--- src/rtl/core/crt_pkg.sv ---
// Shared types, codes and helper functions for the credit and rating table.
`timescale 1ns / 1ps

package crt_pkg;

  // Fixed widths of the payload fields.
  localparam int ADDR_W   = 16;
  localparam int VALUE_W  = 16;
  localparam int CREDIT_W = 16;
  localparam int STEP_W   = 15;
  localparam int RATING_W = 8;
  localparam int OP_W     = 4;
  localparam int CFG_IDX_W = 3;

  // Operation codes.
  localparam logic [OP_W-1:0] OP_ADD        = 4'd0;
  localparam logic [OP_W-1:0] OP_REMOVE     = 4'd1;
  localparam logic [OP_W-1:0] OP_CREDIT_UP  = 4'd2;
  localparam logic [OP_W-1:0] OP_CREDIT_DN  = 4'd3;
  localparam logic [OP_W-1:0] OP_QUERY      = 4'd4;
  localparam logic [OP_W-1:0] OP_CREDIT_ALL = 4'd5;
  localparam logic [OP_W-1:0] OP_RATING_SET = 4'd6;
  localparam logic [OP_W-1:0] OP_RATING_UP  = 4'd7;
  localparam logic [OP_W-1:0] OP_RATING_DN  = 4'd8;

  // Configuration register indexes.
  localparam logic [CFG_IDX_W-1:0] REG_MAX_CREDIT     = 3'd0;
  localparam logic [CFG_IDX_W-1:0] REG_MIN_CREDIT     = 3'd1;
  localparam logic [CFG_IDX_W-1:0] REG_INITIAL_CREDIT = 3'd2;
  localparam logic [CFG_IDX_W-1:0] REG_STEP_UP        = 3'd3;
  localparam logic [CFG_IDX_W-1:0] REG_STEP_DOWN      = 3'd4;
  localparam logic [CFG_IDX_W-1:0] REG_START_RATING   = 3'd5;
  localparam logic [CFG_IDX_W-1:0] REG_GOOD_RATING    = 3'd6;
  localparam logic [CFG_IDX_W-1:0] REG_FAULTY_RATING  = 3'd7;

  // Reset values of the configuration registers.
  localparam logic signed [CREDIT_W-1:0] RST_MAX_CREDIT     = 16'sd100;
  localparam logic signed [CREDIT_W-1:0] RST_MIN_CREDIT     = 16'sd0;
  localparam logic signed [CREDIT_W-1:0] RST_INITIAL_CREDIT = 16'sd10;
  localparam logic [STEP_W-1:0]          RST_STEP_UP        = 15'd1;
  localparam logic [STEP_W-1:0]          RST_STEP_DOWN      = 15'd1;
  localparam logic signed [RATING_W-1:0] RST_START_RATING   = 8'sd0;
  localparam logic signed [RATING_W-1:0] RST_GOOD_RATING    = 8'sd10;
  localparam logic signed [RATING_W-1:0] RST_FAULTY_RATING  = -8'sd10;

  // Values reported for an address that is not in the table.
  localparam logic signed [CREDIT_W-1:0] CREDIT_ABSENT = -16'sd1;
  localparam logic signed [RATING_W-1:0] RATING_ABSENT = 8'sd0;

  // Saturation bounds on a 17-bit intermediate.
  localparam logic signed [CREDIT_W:0] CREDIT_LO = -17'sd32768;
  localparam logic signed [CREDIT_W:0] CREDIT_HI = 17'sd32767;
  localparam logic signed [CREDIT_W:0] RATING_LO = -17'sd128;
  localparam logic signed [CREDIT_W:0] RATING_HI = 17'sd127;

  typedef struct packed {
    logic [OP_W-1:0]          op;
    logic [ADDR_W-1:0]        address;
    logic signed [VALUE_W-1:0] value;
  } req_t;

  typedef struct packed {
    logic                      ok;
    logic                      present;
    logic signed [CREDIT_W-1:0] credit;
    logic signed [RATING_W-1:0] rating;
  } rsp_t;

  typedef struct packed {
    logic signed [CREDIT_W-1:0] max_credit;
    logic signed [CREDIT_W-1:0] min_credit;
    logic signed [CREDIT_W-1:0] initial_credit;
    logic [STEP_W-1:0]          step_up;
    logic [STEP_W-1:0]          step_down;
    logic signed [RATING_W-1:0] start_rating;
    logic signed [RATING_W-1:0] good_rating;
    logic signed [RATING_W-1:0] faulty_rating;
  } cfg_t;

  // The command that walks down the row of cells, with what it has gathered.
  typedef struct packed {
    logic [OP_W-1:0]            op;
    logic signed [VALUE_W-1:0]  value;
    logic                       found;
    logic                       ok;
    logic                       free_seen;
    logic signed [CREDIT_W-1:0] credit;
    logic signed [RATING_W-1:0] rating;
  } tok_t;

  // Saturate a 17-bit sum to the signed credit range.
  function automatic logic signed [CREDIT_W-1:0] sat_credit(input logic signed [CREDIT_W:0] v);
    logic signed [CREDIT_W-1:0] r;
    if (v < CREDIT_LO) begin
      r = CREDIT_LO[CREDIT_W-1:0];
    end else if (v > CREDIT_HI) begin
      r = CREDIT_HI[CREDIT_W-1:0];
    end else begin
      r = v[CREDIT_W-1:0];
    end
    return r;
  endfunction

  // Saturate a 17-bit sum to the signed rating range.
  function automatic logic signed [RATING_W-1:0] sat_rating(input logic signed [CREDIT_W:0] v);
    logic signed [RATING_W-1:0] r;
    if (v < RATING_LO) begin
      r = RATING_LO[RATING_W-1:0];
    end else if (v > RATING_HI) begin
      r = RATING_HI[RATING_W-1:0];
    end else begin
      r = v[RATING_W-1:0];
    end
    return r;
  endfunction

endpackage

--- src/rtl/core/crt_cell.sv ---
// One table slot: holds an entry and applies the passing command to it.
`timescale 1ns / 1ps

module crt_cell import crt_pkg::*; #(
  parameter int IDX_W  = 4,
  parameter int KEY_W  = 16,
  parameter int MY_IDX = 0
) (
  input  logic             clk,
  input  logic             rst,
  input  cfg_t             cfg,
  input  logic             tok_in_valid,
  input  tok_t             tok_in,
  input  logic [KEY_W-1:0] key_in,
  input  logic [IDX_W-1:0] free_idx_in,
  input  logic             wr_en,
  input  logic [IDX_W-1:0] wr_idx,
  input  logic [KEY_W-1:0] wr_key,
  output logic             tok_out_valid,
  output tok_t             tok_out,
  output logic [KEY_W-1:0] key_out,
  output logic [IDX_W-1:0] free_idx_out
);

  logic                       valid, valid_next;
  logic [KEY_W-1:0]           key, key_next;
  logic signed [CREDIT_W-1:0] credit, credit_next;
  logic signed [RATING_W-1:0] rating, rating_next;
  tok_t                       tok_next;
  logic [IDX_W-1:0]           free_idx_next;

  logic                       hit;
  logic signed [CREDIT_W:0]   c_ext, v_ext, r_ext;
  logic signed [CREDIT_W:0]   c_up, c_dn, c_all, r_up, r_dn;

  // Wide operands for the bound checks.
  assign c_ext = {credit[CREDIT_W-1], credit};
  assign v_ext = {tok_in.value[VALUE_W-1], tok_in.value};
  assign r_ext = {{(CREDIT_W + 1 - RATING_W){rating[RATING_W-1]}}, rating};
  assign c_up  = c_ext + $signed({2'b00, cfg.step_up});
  assign c_dn  = c_ext - $signed({2'b00, cfg.step_down});
  assign c_all = c_ext + v_ext;
  assign r_up  = r_ext + v_ext;
  assign r_dn  = r_ext - v_ext;

  assign hit = tok_in_valid && valid && (key == key_in);

  // Entry update and command hand-off.
  always_comb begin
    valid_next    = valid;
    key_next      = key;
    credit_next   = credit;
    rating_next   = rating;
    tok_next      = tok_in;
    free_idx_next = free_idx_in;

    if (wr_en && (wr_idx == IDX_W'(MY_IDX))) begin
      // A new entry lands here after a sweep found no match.
      valid_next  = 1'b1;
      key_next    = wr_key;
      credit_next = cfg.initial_credit;
      rating_next = cfg.start_rating;
    end else if (tok_in_valid) begin
      // The first empty slot along the row is the one an add would take.
      if (!tok_in.free_seen && !valid) begin
        tok_next.free_seen = 1'b1;
        free_idx_next      = IDX_W'(MY_IDX);
      end

      // Credit-all adds to any live non-faulty entry that stays <= max.
      if (tok_in.op == OP_CREDIT_ALL && valid && (c_all <= $signed({cfg.max_credit[CREDIT_W-1],
          cfg.max_credit})) && (rating != cfg.faulty_rating)) begin
        credit_next = sat_credit(c_all);
      end

      if (hit) begin
        tok_next.found = 1'b1;
        case (tok_in.op)
          OP_REMOVE: begin
            valid_next  = 1'b0;
            tok_next.ok = 1'b1;
          end
          OP_CREDIT_UP: begin
            if (c_up <= $signed({cfg.max_credit[CREDIT_W-1], cfg.max_credit})) begin
              credit_next = c_up[CREDIT_W-1:0];
              tok_next.ok = 1'b1;
            end
          end
          OP_CREDIT_DN: begin
            if (c_dn >= $signed({cfg.min_credit[CREDIT_W-1], cfg.min_credit})) begin
              credit_next = c_dn[CREDIT_W-1:0];
              tok_next.ok = 1'b1;
            end
          end
          OP_QUERY: begin
            tok_next.ok = 1'b1;
          end
          OP_RATING_SET: begin
            rating_next = sat_rating(v_ext);
            tok_next.ok = 1'b1;
          end
          OP_RATING_UP: begin
            if (r_up <= $signed({{(CREDIT_W + 1 - RATING_W){cfg.good_rating[RATING_W-1]}},
                cfg.good_rating})) begin
              rating_next = sat_rating(r_up);
              tok_next.ok = 1'b1;
            end
          end
          OP_RATING_DN: begin
            if (r_dn >= $signed({{(CREDIT_W + 1 - RATING_W){cfg.faulty_rating[RATING_W-1]}},
                cfg.faulty_rating})) begin
              rating_next = sat_rating(r_dn);
            end else begin
              rating_next = cfg.faulty_rating;
            end
            tok_next.ok = 1'b1;
          end
          default: begin
          end
        endcase
        tok_next.credit = credit_next;
        tok_next.rating = rating_next;
      end
    end
  end

  // Control state.
  always_ff @(posedge clk) begin
    if (rst) begin
      valid         <= 1'b0;
      tok_out_valid <= 1'b0;
    end else begin
      valid         <= valid_next;
      tok_out_valid <= tok_in_valid;
    end
  end

  // Entry contents and the outgoing command.
  always_ff @(posedge clk) begin
    key          <= key_next;
    credit       <= credit_next;
    rating       <= rating_next;
    tok_out      <= tok_next;
    key_out      <= key_in;
    free_idx_out <= free_idx_next;
  end

endmodule

--- config.mk ---
export PLATFORM = sky130hd
export DESIGN_NAME = crt_cell
export DESIGN_NICKNAME = d
export VERILOG_FILES = /design/src/rtl/core/crt_pkg.sv /design/src/rtl/core/crt_cell.sv
export SDC_FILE = /design/constraint.sdc
export NUM_CORES = 1
export LEC_CHECK = 0
export BUFFER_PORTS_ARGS = -buffer_cell sky130_fd_sc_hd__buf_2
export CAP_MARGIN = 5
export CORE_ASPECT_RATIO = 0.7
export CORE_MARGIN = 5
export CORE_UTILIZATION = 34
export CTS_CLUSTER_DIAMETER = 60
export CTS_CLUSTER_SIZE = 30
export DETAILED_ROUTE_END_ITERATION = 8
export SKIP_LAST_GASP = 1
export SLEW_MARGIN = 40
export SYNTH_ARGS = -nofsm -noshare
export SYNTH_HDL_FRONTEND = slang
export SYNTH_SLANG_ARGS = --single-unit
--- constraint.sdc ---
create_clock -name clk -period 5.3 [get_ports clk]
set_input_delay 1.06 -clock clk [delete_from_list [all_inputs] [get_ports clk]]
set_output_delay 1.06 -clock clk [all_outputs]
set_load 0.03 [all_outputs]
Yosys cells after proc, flatten, opt, wreduce, memory -nomap -nowiden
Cells that the tools add are included.
W data, S select, Z words.
{"block": "totals", "register_bits": 109, "latch_bits": 0, "mem_bits_rw": 0, "mem_bits_ro": 0, "input_bits": 193, "out_inout_bits": 68, "elab_cells": 95, "mem_count": 0}
{"block": "op_classes", "add_sub_neg": 5, "mul": 0, "n_div": 0, "order_cmp": 13, "eq_ne": 10, "shift": 0, "n_mux": 37, "bitwise_logic": 0, "n_reduce_logical": 16}
{"cell": "$mux W16", "n": 8}
{"cell": "$mux W8", "n": 11}
{"cell": "$mux W27", "n": 2}
{"cell": "$add A16 B16 Y17", "n": 2}
{"cell": "$gt A17 B8 Y1 const B", "n": 2}
{"cell": "$le A17 B16 Y1", "n": 2}
{"cell": "$lt A17 B8 Y1 const B", "n": 2}
{"cell": "$pmux W16 S2", "n": 1}
{"cell": "$mux W24", "n": 1}
{"cell": "$pmux W8 S3", "n": 1}
{"cell": "$add A8 B16 Y17", "n": 1}
{"cell": "$ge A17 B16 Y1", "n": 1}
{"cell": "$ge A17 B8 Y1", "n": 1}
{"cell": "$gt A17 B16 Y1 const B", "n": 1}
{"cell": "$le A17 B8 Y1", "n": 1}
{"cell": "$lt A17 B16 Y1 const B", "n": 1}
{"cell": "$sub A16 B16 Y17", "n": 1}
{"cell": "$sub A8 B16 Y17", "n": 1}
{"cell": "$eq A16 B16 Y1", "n": 1}
{"cell": "$eq A4 B3 Y1 const B", "n": 4}
{"cell": "$gt A16 B8 Y1 const B", "n": 1}
{"cell": "$lt A16 B8 Y1 const B", "n": 1}
{"cell": "$mux W4", "n": 3}
{"cell": "$eq A4 B2 Y1 const B", "n": 2}
{"cell": "13 further kinds", "n": 29}

Depth between registers and ports, before layout
Gate-level depths: netlist of the first run.
{"block": "depth", "depth_word": 10, "depth_mapped": 24, "mapped_depth_nobuf": 23}

Least setup slack after synthesis of the first run
Ideal clock, no wire load.
{"block": "synth_path", "path_kind": "in2reg", "start": "input cfg[39] in the netlist's numbering", "end": "register credit[8] (data pin)", "setup_time_ns": 0.256, "arrival_time_ns": 5.197, "required_time_ns": 5.044, "slack_ns": -0.153, "stages": 24, "path_buffers": 1, "path_cell_list": "ha_1 > inv_1 > fa_1 > nor2b_1 > o31a_1 > o21a_1 > nand4_1 > nand2_1 > a21o_1 > a21o_1 > xor2_1 > ha_1 > a21oi_1 > nor2b_1 > a2111oi_0 > o311ai_1 > o2bb2ai_1 > nor4_4 > or2_1 > buf_2 > nor2_1 > a221oi_1 > nand3_1 > o211a_1"}
{"block": "synth_between", "elab_chain_cells": 7}
{"item": "start: declaration", "line_no": "crt_cell.sv:11", "text": "input cfg_t cfg,"}
{"item": "$add A16 B16 Y17 *", "line_no": "crt_cell.sv:40", "text": "assign c_up = c_ext + $signed({2'b00, cfg.step_up});"}
{"item": "$le A17 B16 Y1", "line_no": "crt_cell.sv:84", "text": "if (c_up <= $signed({cfg.max_credit[CREDIT_W-1], cfg.max_credit})) begin"}
{"item": "$mux W16 *", "line_no": "crt_cell.sv:84"}
{"item": "$pmux W16 S2 *", "line_no": "crt_cell.sv:78", "text": "case (tok_in.op)"}
{"item": "$mux W16 *", "line_no": "crt_cell.sv:76", "text": "if (hit) begin"}
{"item": "$mux W16 *", "line_no": "crt_cell.sv:63", "text": "end else if (tok_in_valid) begin"}
{"item": "$mux W16 *", "line_no": "crt_cell.sv:57", "text": "if (wr_en && (wr_idx == IDX_W'(MY_IDX))) begin"}
{"item": "named net credit_next[8]", "line_no": "crt_cell.sv:27", "text": "logic signed [CREDIT_W-1:0] credit, credit_next;"}
{"item": "end signal: assignment", "line_no": "crt_cell.sv:141", "text": "credit <= credit_next;"}
{"item": "end: declaration", "line_no": "crt_cell.sv:27"}
Mark *: on every way through the listed nets, which the timed path passes. The rest lies on a longest branch. The select of a mux whose other input is x is not followed.
A chain may end at the register's enable or synchronous reset.

Worst setup path in the final report of the first run
Same ends and word-level chain as after synthesis.

==> impl_metrics.tcl, run 1 <==
set metrics [dict create \
    finalCritPeriodShare 0.993 \
    highest_layer "met4" \
    initial_core_util 0.343 \
    skew_ns 0.0237 \
    syn_nets 1689 \
    drtIter0Drc 1154 \
    finalSetupViolCount 0 \
    synth-edff-count 40 \
    status "completed" \
    crit_fanout 5 \
    clockBufferDepth 2 \
    total_power_w 0.00328 \
    grt_pass1_vias 11500 \
    crit_required_ns 5.45 \
    slew_headroom 0.425 \
    synth.area.top_cells "ha_1 19%, dfxtp_1 13%, edfxtp_1 11%" \
    final_hold_viol_count 0 \
    clock-sinks 109 \
    hold_buffers 0 \
    vias_per_cell 5.38 \
    synth_warnings 0 \
    min_from "valid" \
    yosysTopAreaCellShare 0.185 \
    holdPathEnd "valid" \
    hold_class "flop to flop" \
    end_kind "flop" \
    nFillCells 3123 \
    ys_seq_elements 109 \
    cts_tree "done" \
    rows 55 \
    nNetsFinal 2168 \
    ys_types 93 \
    yosysSeqAreaShare 0.235 \
    synth_top_flop_cell "dfxtp_1" \
    r2r-start "credit[1]" \
    cts_root_buf "clkbuf_16" \
    wl_um 44500 \
    met3_length_um 4270 \
    core_um2 32100 \
    fp.dieH_um 161 \
    clkTransAtPathRegs_ns 0.09 \
    worstSetupPathType "primary input to flop" \
    drtPass1Iterations 5 \
    antenna_found_initial 3 \
    whs_ns 0.529 \
    insertion_delay_ns 0.39 \
    drv_slew 0 \
    irDropWorstVdd_mv 0.196 \
    overflow 0 \
    die_w_um 225 \
    drive_above_1_share 0.351 \
    wl_per_cell_um 19.9 \
    ff_latch_area_um2 2580 \
    avgSynthCellArea_um2 8.29 \
    max_slew.worst_pin.slew_ns 0.863 \
    syn-cell-area_um2 11000 \
    yosysTopAreaCell "ha_1" \
    grt_pass1_wl_um 65200 \
    powerDensity_nw_per_um2 213 \
    layout_common_cells "258 x buf_2, 235 x buf_4, 158 x ha_1" \
    ioPinCount 261 \
    vias 12100 \
    syn-instance-count 1328 \
    place.gp.congestion 0.964 \
    synthArstFlopShare 0 \
    r2r_slack_ns 0.24 \
    worstPathArrival_ns 5.41 \
    dieArea_um2 36100 \
    drc 0 \
    dr_wl_met2_um 18300 \
    final_common_cell "buf_2" \
    startpoint_type "primary input" \
    h-tree-depth 3 \
    area_delta_synth_final_pct 39.9 \
    numPortBuffers 260 \
    p_leak_nw 7.38 \
    multiInputGateArea_um2 8320 \
    wl_met1_um 21100 \
    timing.fmax_ghz 0.190 \
    ant_nets 0 \
    rsz0062_at_grt "yes" \
    reg2regPathDepth 23 \
    hpwl_um 37300 \
    grt_max_degree 31 \
    cts_made_buffers 9 \
    worstHoldPathCells 2 \
    max_cap_viol_count 0 \
    period_minus_slack_ns 5.26 \
    grt_util_all_layers 0.230 \
    r2r-end "tok_out[11]" \
]
==> report_power, final <==
part | internal [W] | leakage (nW) | switching (W)
Clock | 0.000349 | 0.155 | 0.000415
Sequential | 0.000911 | 0.955 | 0.0000289
Combinational | 0.000717 | 6.27 | 0.000863
==> sequential cells by signal, indices dropped and copies added, names as in the netlist <==
register / flops
key: 16
tok_out_valid: 1
credit: 16
tok_out: 47
free_idx_out: 4
rating: 8
valid: 1
key_out: 16
==> layout make-up <==
type	instances	share of cell area
multi-input cells	1057	0.540
inverters	129	0.0316
well taps	427	0.0347
clock inverters	7	0.00593
diodes	3	0.000487
repair buffers	501	0.205
flip-flops and latches	109	0.168
clock buffers	9	0.0146
==> per-layer routing <==
metal | vias to the layer above | global-route usage
met3 | 45 | 0.0583
met5 | - | 0
li1 | 5824 | -
met4 | 0 | 0.0569
met2 | 513 | 0.329
met1 | 5669 | 0.344
==> synthesized netlist by cell type, types with 5 or more instances <==
| library cell | count |
|---|---|
| a211oi_1 | 18 |
| a21o_1 | 34 |
| a21oi_1 | 92 |
| a221o_1 | 9 |
| a221oi_1 | 8 |
| a22oi_1 | 7 |
| a31oi_1 | 11 |
| and2_1 | 10 |
| and3_1 | 9 |
| buf_2 | 8 |
| clkbuf_1 | 20 |
| dfxtp_1 | 69 |
| edfxtp_1 | 40 |
| fa_1 | 5 |
| ha_1 | 163 |
| inv_1 | 126 |
| mux2_2 | 6 |
| mux2i_1 | 7 |
| nand2_1 | 69 |
| nand2b_1 | 28 |
| nand3_1 | 29 |
| nand4_1 | 23 |
| nor2_1 | 121 |
| nor2b_1 | 35 |
| nor3_1 | 28 |
| nor3b_1 | 5 |
| nor4_1 | 12 |
| o2111ai_1 | 7 |
| o211ai_1 | 19 |
| o21a_1 | 24 |
| o21ai_0 | 70 |
| o21bai_1 | 6 |
| o31a_1 | 6 |
| o31ai_1 | 7 |
| o41ai_1 | 5 |
| xnor2_1 | 57 |
| xor2_1 | 27 |
==> critical path, cell delays in order <==
cell and delay (ns):
buf_8 0.08, ha_4 0.13, inv_2 0.04, fa_2 0.40, nor2b_2 0.15, o31a_1 0.20
o21a_2 0.22, nand4_1 0.10, nand2_1 0.11, buf_4 0.11, xor2_1 0.32, ha_1 0.33
a21o_1 0.20, a2111oi_4 0.50, buf_4 0.20, a21oi_4 0.05, o2bb2ai_4 0.15, nor4_4 0.13
buf_4 0.19, or2_4 0.17, nor2_4 0.06, a221oi_2 0.23, nand3_1 0.13, o211a_1 0.15
==> stage by stage <==
step | instances | setup WS, ns | TNS [ns] | instance area [um2] | utilization
floorplan | 1328 | 0.0232 | 0 | 11000 | -
global placement | 2201 | -0.748 | -21.61 | 14400 | 0.447
detailed placement | 2201 | -0.783 | -23.00 | 14400 | 0.447
CTS | 2225 | 0.00962 | 0 | 14900 | 0.462
global route | 2242 | -0.116 | -0.931 | 15400 | 0.479
finish | 2242 | 0.0396 | 0 | 15400 | 0.479
==> how the worst max path moves through the flow <==
stage	start	end	slack (ns)	depth (start not counted)
after floorplan	cfg[39]	credit[8]	0.02	24
after global placement	cfg[39]	credit[8]	-0.75	24
after detailed placement	cfg[39]	credit[8]	-0.78	22
after CTS	cfg[39]	credit[15]	0.01	24
after global routing	cfg[39]	credit[8]	-0.12	26
final	cfg[39]	credit[8]	0.04	24
==> logic make-up after synthesis <==
logic type | Yosys count | share of synthesized area
simple gates | 404 | 0.186
compound gates | 386 | 0.245
fa+ha+maj | 168 | 0.194
buf+inv | 162 | 0.0578
flops | 109 | 0.235
xor+xnor | 85 | 0.0683
mux | 14 | 0.0139
==> timing repair <==
item / 4_1_cts / 5_1_grt
gates resized for setup: 23 / 90
pin swaps: 16 / 53
setup buffers: 8 / 15
endpoints found under the setup margin: 31 / 48
(Power assumes the default switching activity.)
==> run 2: changes to the inputs <==
ABC_AREA = 1   (was not set)
CTS_BUF_LIST = sky130_fd_sc_hd__clkbuf_8   (was not set)
==> run 2 against run 1 <==
  * First-iteration DRC count fell by 4.9%
  * Cell count grew 20%
  * Critical path depth stayed put
  * Synthesized cell count is 41% higher
  * Utilization decreased by 6.3 points
  * Clock power down 21%
  * Worst hold slack improved by 0.062 ns
  * Sequential power is 0.7% higher
  * Sequential share of layout area rose by 0.53 points
  * Highest routed layer is now met5
==> impl_metrics.tcl, run 2 <==
set metrics [dict create \
    wl_per_cell_um 17.9 \
    rsz0062_at_grt "no" \
    final_common_cell "nand2_1" \
    powerDensity_nw_per_um2 205 \
    drive_above_1_share 0.220 \
    grt_max_degree 42 \
    core_um2 35800 \
    synth_most_common_cell "nand2_1" \
    fp.dieH_um 169 \
    place.gp.congestion 0.950 \
    p_int_w 0.00167 \
    final_cells 2686 \
    syn_nets 2231 \
    hold_class "flop to flop" \
    cts_setup_buffers 0 \
    cts_root_buf "clkbuf_8" \
    synth_warnings 0 \
    share_seq_of_total_power 0.309 \
    met3_usage 0.0466 \
    clockBufferDepth 2 \
    dp_cells 2669 \
    yosysTopAreaCellShare 0.171 \
    max_cap_viol_count 0 \
    worstPathArrival_ns 5.20 \
    final_util 0.416 \
    startpoint_type "primary input" \
    post-place-ws_ns -0.0679 \
    synthArstFlopShare 0 \
    slew_headroom 0.530 \
    vias 13400 \
    p_leak_nw 8.30 \
    end_kind "flop" \
    skew_ns 0.0192 \
    swShare 0.456 \
    met2_usage 0.359 \
    grt_pass1_vias 13000 \
    clkTransAtPathRegs_ns 0.14 \
    synth.area.top_cells "nand2_1 17%, ha_1 17%, dfxtp_1 11%" \
    drv_slew 0 \
    layout_setup_ws_ns 0.305 \
    area_delta_synth_final_pct 21.2 \
    die_w_um 237 \
    numPortBuffers 260 \
    cts_made_buffers 9 \
    final_hold_viol_count 0 \
    overflow 0 \
    synthTopCellsByCount "562 x nand2_1, 291 x inv_1, 163 x ha_1, 137 x nand3_1, 101 x nor2_1" \
    crit_required_ns 5.51 \
    wl_um 48100 \
    irDropWorstVdd_mv 0.140 \
    layout_common_cells "561 x nand2_1, 291 x inv_1, 260 x buf_2" \
    top_register "tok_out" \
    hold_buffers 0 \
    finalSetupViolCount 0 \
    largest_reg_flops 47 \
    worstSetupPathType "primary input to flop" \
    gr-usage-met1 0.325 \
    total_power_w 0.00306 \
    ctsResizeCount 0 \
    vias_per_cell 5.00 \
    initial_core_util 0.344 \
    avgSynthCellArea_um2 6.59 \
    p_comb_frac 0.494 \
    ys_types 56 \
    syn-instance-count 1870 \
    pwr-share-clk 0.197 \
    hpwl_um 41200 \
    period_minus_slack_ns 4.99 \
    p_switching_w 0.00140 \
    ant_nets 0 \
    synth_top_flop_cell "dfxtp_1" \
    finalCritPeriodShare 0.942 \
    busiest_layer "met2" \
    synth-edff-count 40 \
    drtPass1Iterations 5 \
    antenna_found_initial 4 \
    drc 0 \
    yosysTopAreaCell "nand2_1" \
    timing.fmax_ghz 0.200 \
    yosysSeqAreaShare 0.210 \
    h-tree-depth 3 \
    crit_fanout 9 \
    syn-cell-area_um2 12300 \
    dieArea_um2 40200 \
    nNetsFinal 2561 \
    grt_pass1_wl_um 72800 \
    rows 58 \
    cts_tree "done" \
    ys_seq_elements 109 \
    grt_util_all_layers 0.232 \
    insertion_delay_ns 0.44 \
    clock-sinks 109 \
    status "completed" \
    ioPinCount 261 \
    drtIter0Drc 1097 \
    max_slew.worst_pin.slew_ns 0.698 \
]
run 2: cell count changes after synthesis, sizes merged, moves of 22 or more:
cell | previous run | this run
inv | 128 | 315
nand2b | 29 | 0
a21o | 34 | 5
nand4 | 23 | 45
xnor2 | 57 | 16
o21a | 24 | 2
nand2 | 69 | 593
nand3 | 29 | 156
nor2b | 35 | 0
run 2: cell families (layout without fill, tap and decap cells):
family | after synthesis | in the layout | synth area share
AO/OA/AOI/OAI | 212 | 212 | 0.102
XOR/XNOR | 61 | 61 | 0.0446
adder cells (fa/ha/maj) | 168 | 168 | 0.174
buffers and inverters | 345 | 680 | 0.114
flip-flops | 109 | 109 | 0.210
other | 0 | 1 | 0
AND/OR/NAND/NOR | 975 | 975 | 0.356
run 2: layer usage:
layer,vias to the layer above,share of wire
met3,89,0.073
met2,523,0.43
met1,6085,0.46
met4,6,0.034
met5,-,0.00083
li1,6728,-
run 2: metrics by stage:
stage               hold slack, ns  TNS, ns  cell area (um2)
floorplan                    0.475        0            12300
global placement             0.544  -0.0892            14700
detailed placement           0.576   -0.114            14700
CTS                          0.604        0            14900
global route                 0.627        0            14900
finish                       0.592        0            14900
run 2: power groups by stage:
stage | Sequential, W | Clock, W | Combinational [W]
2_1_floorplan | 0.00100 | 0 | 0.000914
4_1_cts | 0.000946 | 0.000619 | 0.00150
3_3_place_gp | 0.000965 | 0 | 0.00147
6_report | 0.000947 | 0.000603 | 0.00151
3_5_place_dp | 0.000964 | 0 | 0.00149
5_1_grt | 0.000950 | 0.000654 | 0.00169
run 2: cell type report:
| type | count | area, um2 |
|---|---|---|
| Timing Repair Buffer | 349 | 1990 |
| Clock inverter | 7 | 101 |
| Tap cell | 480 | 601 |
| Inverter | 315 | 1190 |
| Sequential cell | 109 | 2580 |
| Multi-Input combinational cell | 1416 | 8330 |
| Clock buffer | 9 | 124 |
| Fill cell | 3843 | 20900 |
| Antenna cell | 1 | 2.50 |
run 2: worst paths after layout:
path,from,end,slack [ns],depth (start not counted)
max reg2reg,rating[7],rating[2],0.49,21
min,valid,tok_out[24],0.59,1
min reg2reg,valid,tok_out[24],0.59,1
max,tok_in[27],rating[2],0.31,24
run 2: critical path, cell delays in order:
cell      delay [ns]
buf_2           0.18
ha_1            0.25
fa_1            0.47
o21ai_2         0.30
nand2_1         0.13
nand2_2         0.10
nand3_1         0.09
nand3_2         0.10
xor2_2          0.28
inv_2           0.11
ha_1            0.33
nand2_1         0.10
nor4_1          0.35
nand3b_1        0.15
nand4_1         0.13
nand2_2         0.14
inv_1           0.19
nand3_2         0.16
nand2_1         0.13
nor2_1          0.05
o21ai_1         0.14
nand3_2         0.12
nand2_1         0.07
nand2_1         0.05
==> run 3: changes to the inputs <==
ABC_AREA = not set   (was 1)
CELL_PAD_IN_SITES_DETAIL_PLACEMENT = 1   (was not set)
CELL_PAD_IN_SITES_GLOBAL_PLACEMENT = 1   (was not set)
CTS_BUF_LIST = not set   (was sky130_fd_sc_hd__clkbuf_8)
PLACE_DENSITY_LB_ADDON = 0.1   (was not set)
==> run 3 against run 2 <==
  * The run now ends with setup timing left
  * Die area is 10% lower
  * Global-route usage up 3.0 points
  * Worst hold slack better by 0.035 ns
  * Clock skew rose by 0.0012 ns
  * Critical path type unchanged
  * Critical endpoint is now credit[15]
  * Largest cell class unchanged
  * Largest power group unchanged
==> impl_metrics.tcl, run 3 (synthesis results as in run 1) <==
set metrics [dict create \
    p_leak_nw 7.69 \
    nNetsFinal 2225 \
    top_register "tok_out" \
    final_common_cell "buf_4" \
    drive_above_1_share 0.371 \
    rsz0062_at_grt "yes" \
    antenna_found_initial 2 \
    cp.depth 26 \
    dp_cells 2259 \
    core_um2 32100 \
    wl_per_cell_um 21.4 \
    total_power_w 0.00341 \
    numPortBuffers 260 \
    post-place-ws_ns -0.825 \
    cts_root_buf "clkbuf_16" \
    hold_class "flop to flop" \
    skew_ns 0.0204 \
    final_util 0.493 \
    drtPass1Iterations 5 \
    grt_pass1_wl_um 74000 \
    clockBufferDepth 2 \
    crit_family "compound AO/OA/AOI/OAI gates" \
    worstHoldPathCells 2 \
    final_hold_viol_count 0 \
    rows 55 \
    clkTransAtPathRegs_ns 0.09 \
    slew_headroom 0.465 \
    drv_slew 0 \
    highest_layer "met5" \
    vias 12200 \
    finalSetupViolCount 1 \
    grt_util_all_layers 0.262 \
    critPathBufInv 5 \
    layout_setup_ws_ns -0.0127 \
    hpwl_um 41400 \
    drc 0 \
    critPathMaxStageDelay_ns 0.35 \
    diodes 0 \
    failed_checks "setup timing" \
    crit_required_ns 5.44 \
    wl_met1_um 24800 \
    grt_max_degree 31 \
    initial_core_util 0.343 \
    crit_fanout 4 \
    final_cells 2296 \
    fp.dieH_um 161 \
    worstSetupPathType "primary input to flop" \
    max_cap_viol_count 0 \
    whs_ns 0.626 \
    irDropWorstVdd_mv 0.228 \
    place.gp.congestion 0.914 \
    cts_made_buffers 9 \
    nFillCells 3867 \
    period_minus_slack_ns 5.31 \
    ioPinCount 261 \
    layout_common_cells "291 x buf_4, 259 x buf_2, 158 x ha_1" \
    hold_buffers 0 \
    area_delta_synth_final_pct 43.9 \
    vias_per_cell 5.32 \
    timing.fmax_ghz 0.188 \
    dieArea_um2 36100 \
    clock-sinks 109 \
    max_slew.worst_pin.slew_ns 0.800 \
    insertion_delay_ns 0.40 \
    powerDensity_nw_per_um2 216 \
    worstPathArrival_ns 5.45 \
    startpoint_type "primary input" \
    wl_um 49100 \
    status "complete, but fails checks" \
    met3_length_um 3200 \
    largest_reg_flops 47 \
    grt_pass1_vias 12700 \
    overflow 0 \
    cts_tree "done" \
    h-tree-depth 3 \
    drtIter0Drc 803 \
    die_w_um 225 \
    slowest_stage "a221o_1" \
    ant_nets 0 \
    end_kind "flop" \
    reg2regPathDepth 24 \
    finalCritPeriodShare 1.00 \
    dr_wl_met2_um 20400 \
]
==> run 3: changes by cell type in the layout (fill, tap and decap cells not counted), moves of 29 or more <==
cell	previous run	this run
nand3_1	137	28
nand2_2	32	2
nor2b_1	0	31
buf_4	87	291
inv_1	291	123
a21o_1	5	34
nand2_1	561	66
xnor2_1	16	53
==> run 3: final cells by class <==
cell class / count / area [um2] / area share
Clock buffer: 9 / 225 / 0.0142
Clock inverter: 7 / 96.3 / 0.00608
Tap cell: 427 / 534 / 0.0337
Multi-Input combinational cell: 1057 / 8320 / 0.525
Inverter: 129 / 487 / 0.0307
Timing Repair Buffer: 558 / 3600 / 0.227
Sequential cell: 109 / 2580 / 0.163
==> run 3: what timing repair did <==
action,in CTS,in global routing
pin swaps,16,43
setup buffers,7,14
hold endpoints to repair,0,0
gates resized for setup,29,77
setup endpoints to repair,38,49
==> run 3: report_power, final <==
| part | internal (W) | switching (W) | leakage, nW |
|---|---|---|---|
| clock network | 0.000348 | 0.000429 | 0.156 |
| logic | 0.000784 | 0.000912 | 6.58 |
| registers | 0.000911 | 0.0000305 | 0.955 |
| total | 0.00204 | 0.00137 | 7.69 |
==> run 3: stage by stage <==
stage	cell area, um2	TNS, ns
detailed placement	14800	-25.76
floorplan	11000	0
CTS	15400	0
global route	15800	-1.49
global placement	14800	-24.57
finish	15800	-0.0127
==> run 3: worst min-delay path, cell delays in order (launching register included) <==
cell and delay (ns):
dfxtp_1 0.39, o21ai_0 0.13, a21oi_1 0.07
==> run 3: worst paths after layout <==
| kind | from | to | slack (ns) |
|---|---|---|---|
| worst max-delay path | cfg[39] | credit[15] | -0.01 |
| worst min register to register | valid | valid | 0.63 |
| worst max register to register | credit[1] | credit[15] | 0.08 |
| worst min-delay path | valid | valid | 0.63 |
==> run 3: metal layers <==
layer	vias to the layer above	track usage
met5	-	0
met4	4	0.0478
met3	47	0.0510
met2	360	0.388
met1	5885	0.397
li1	5916	-
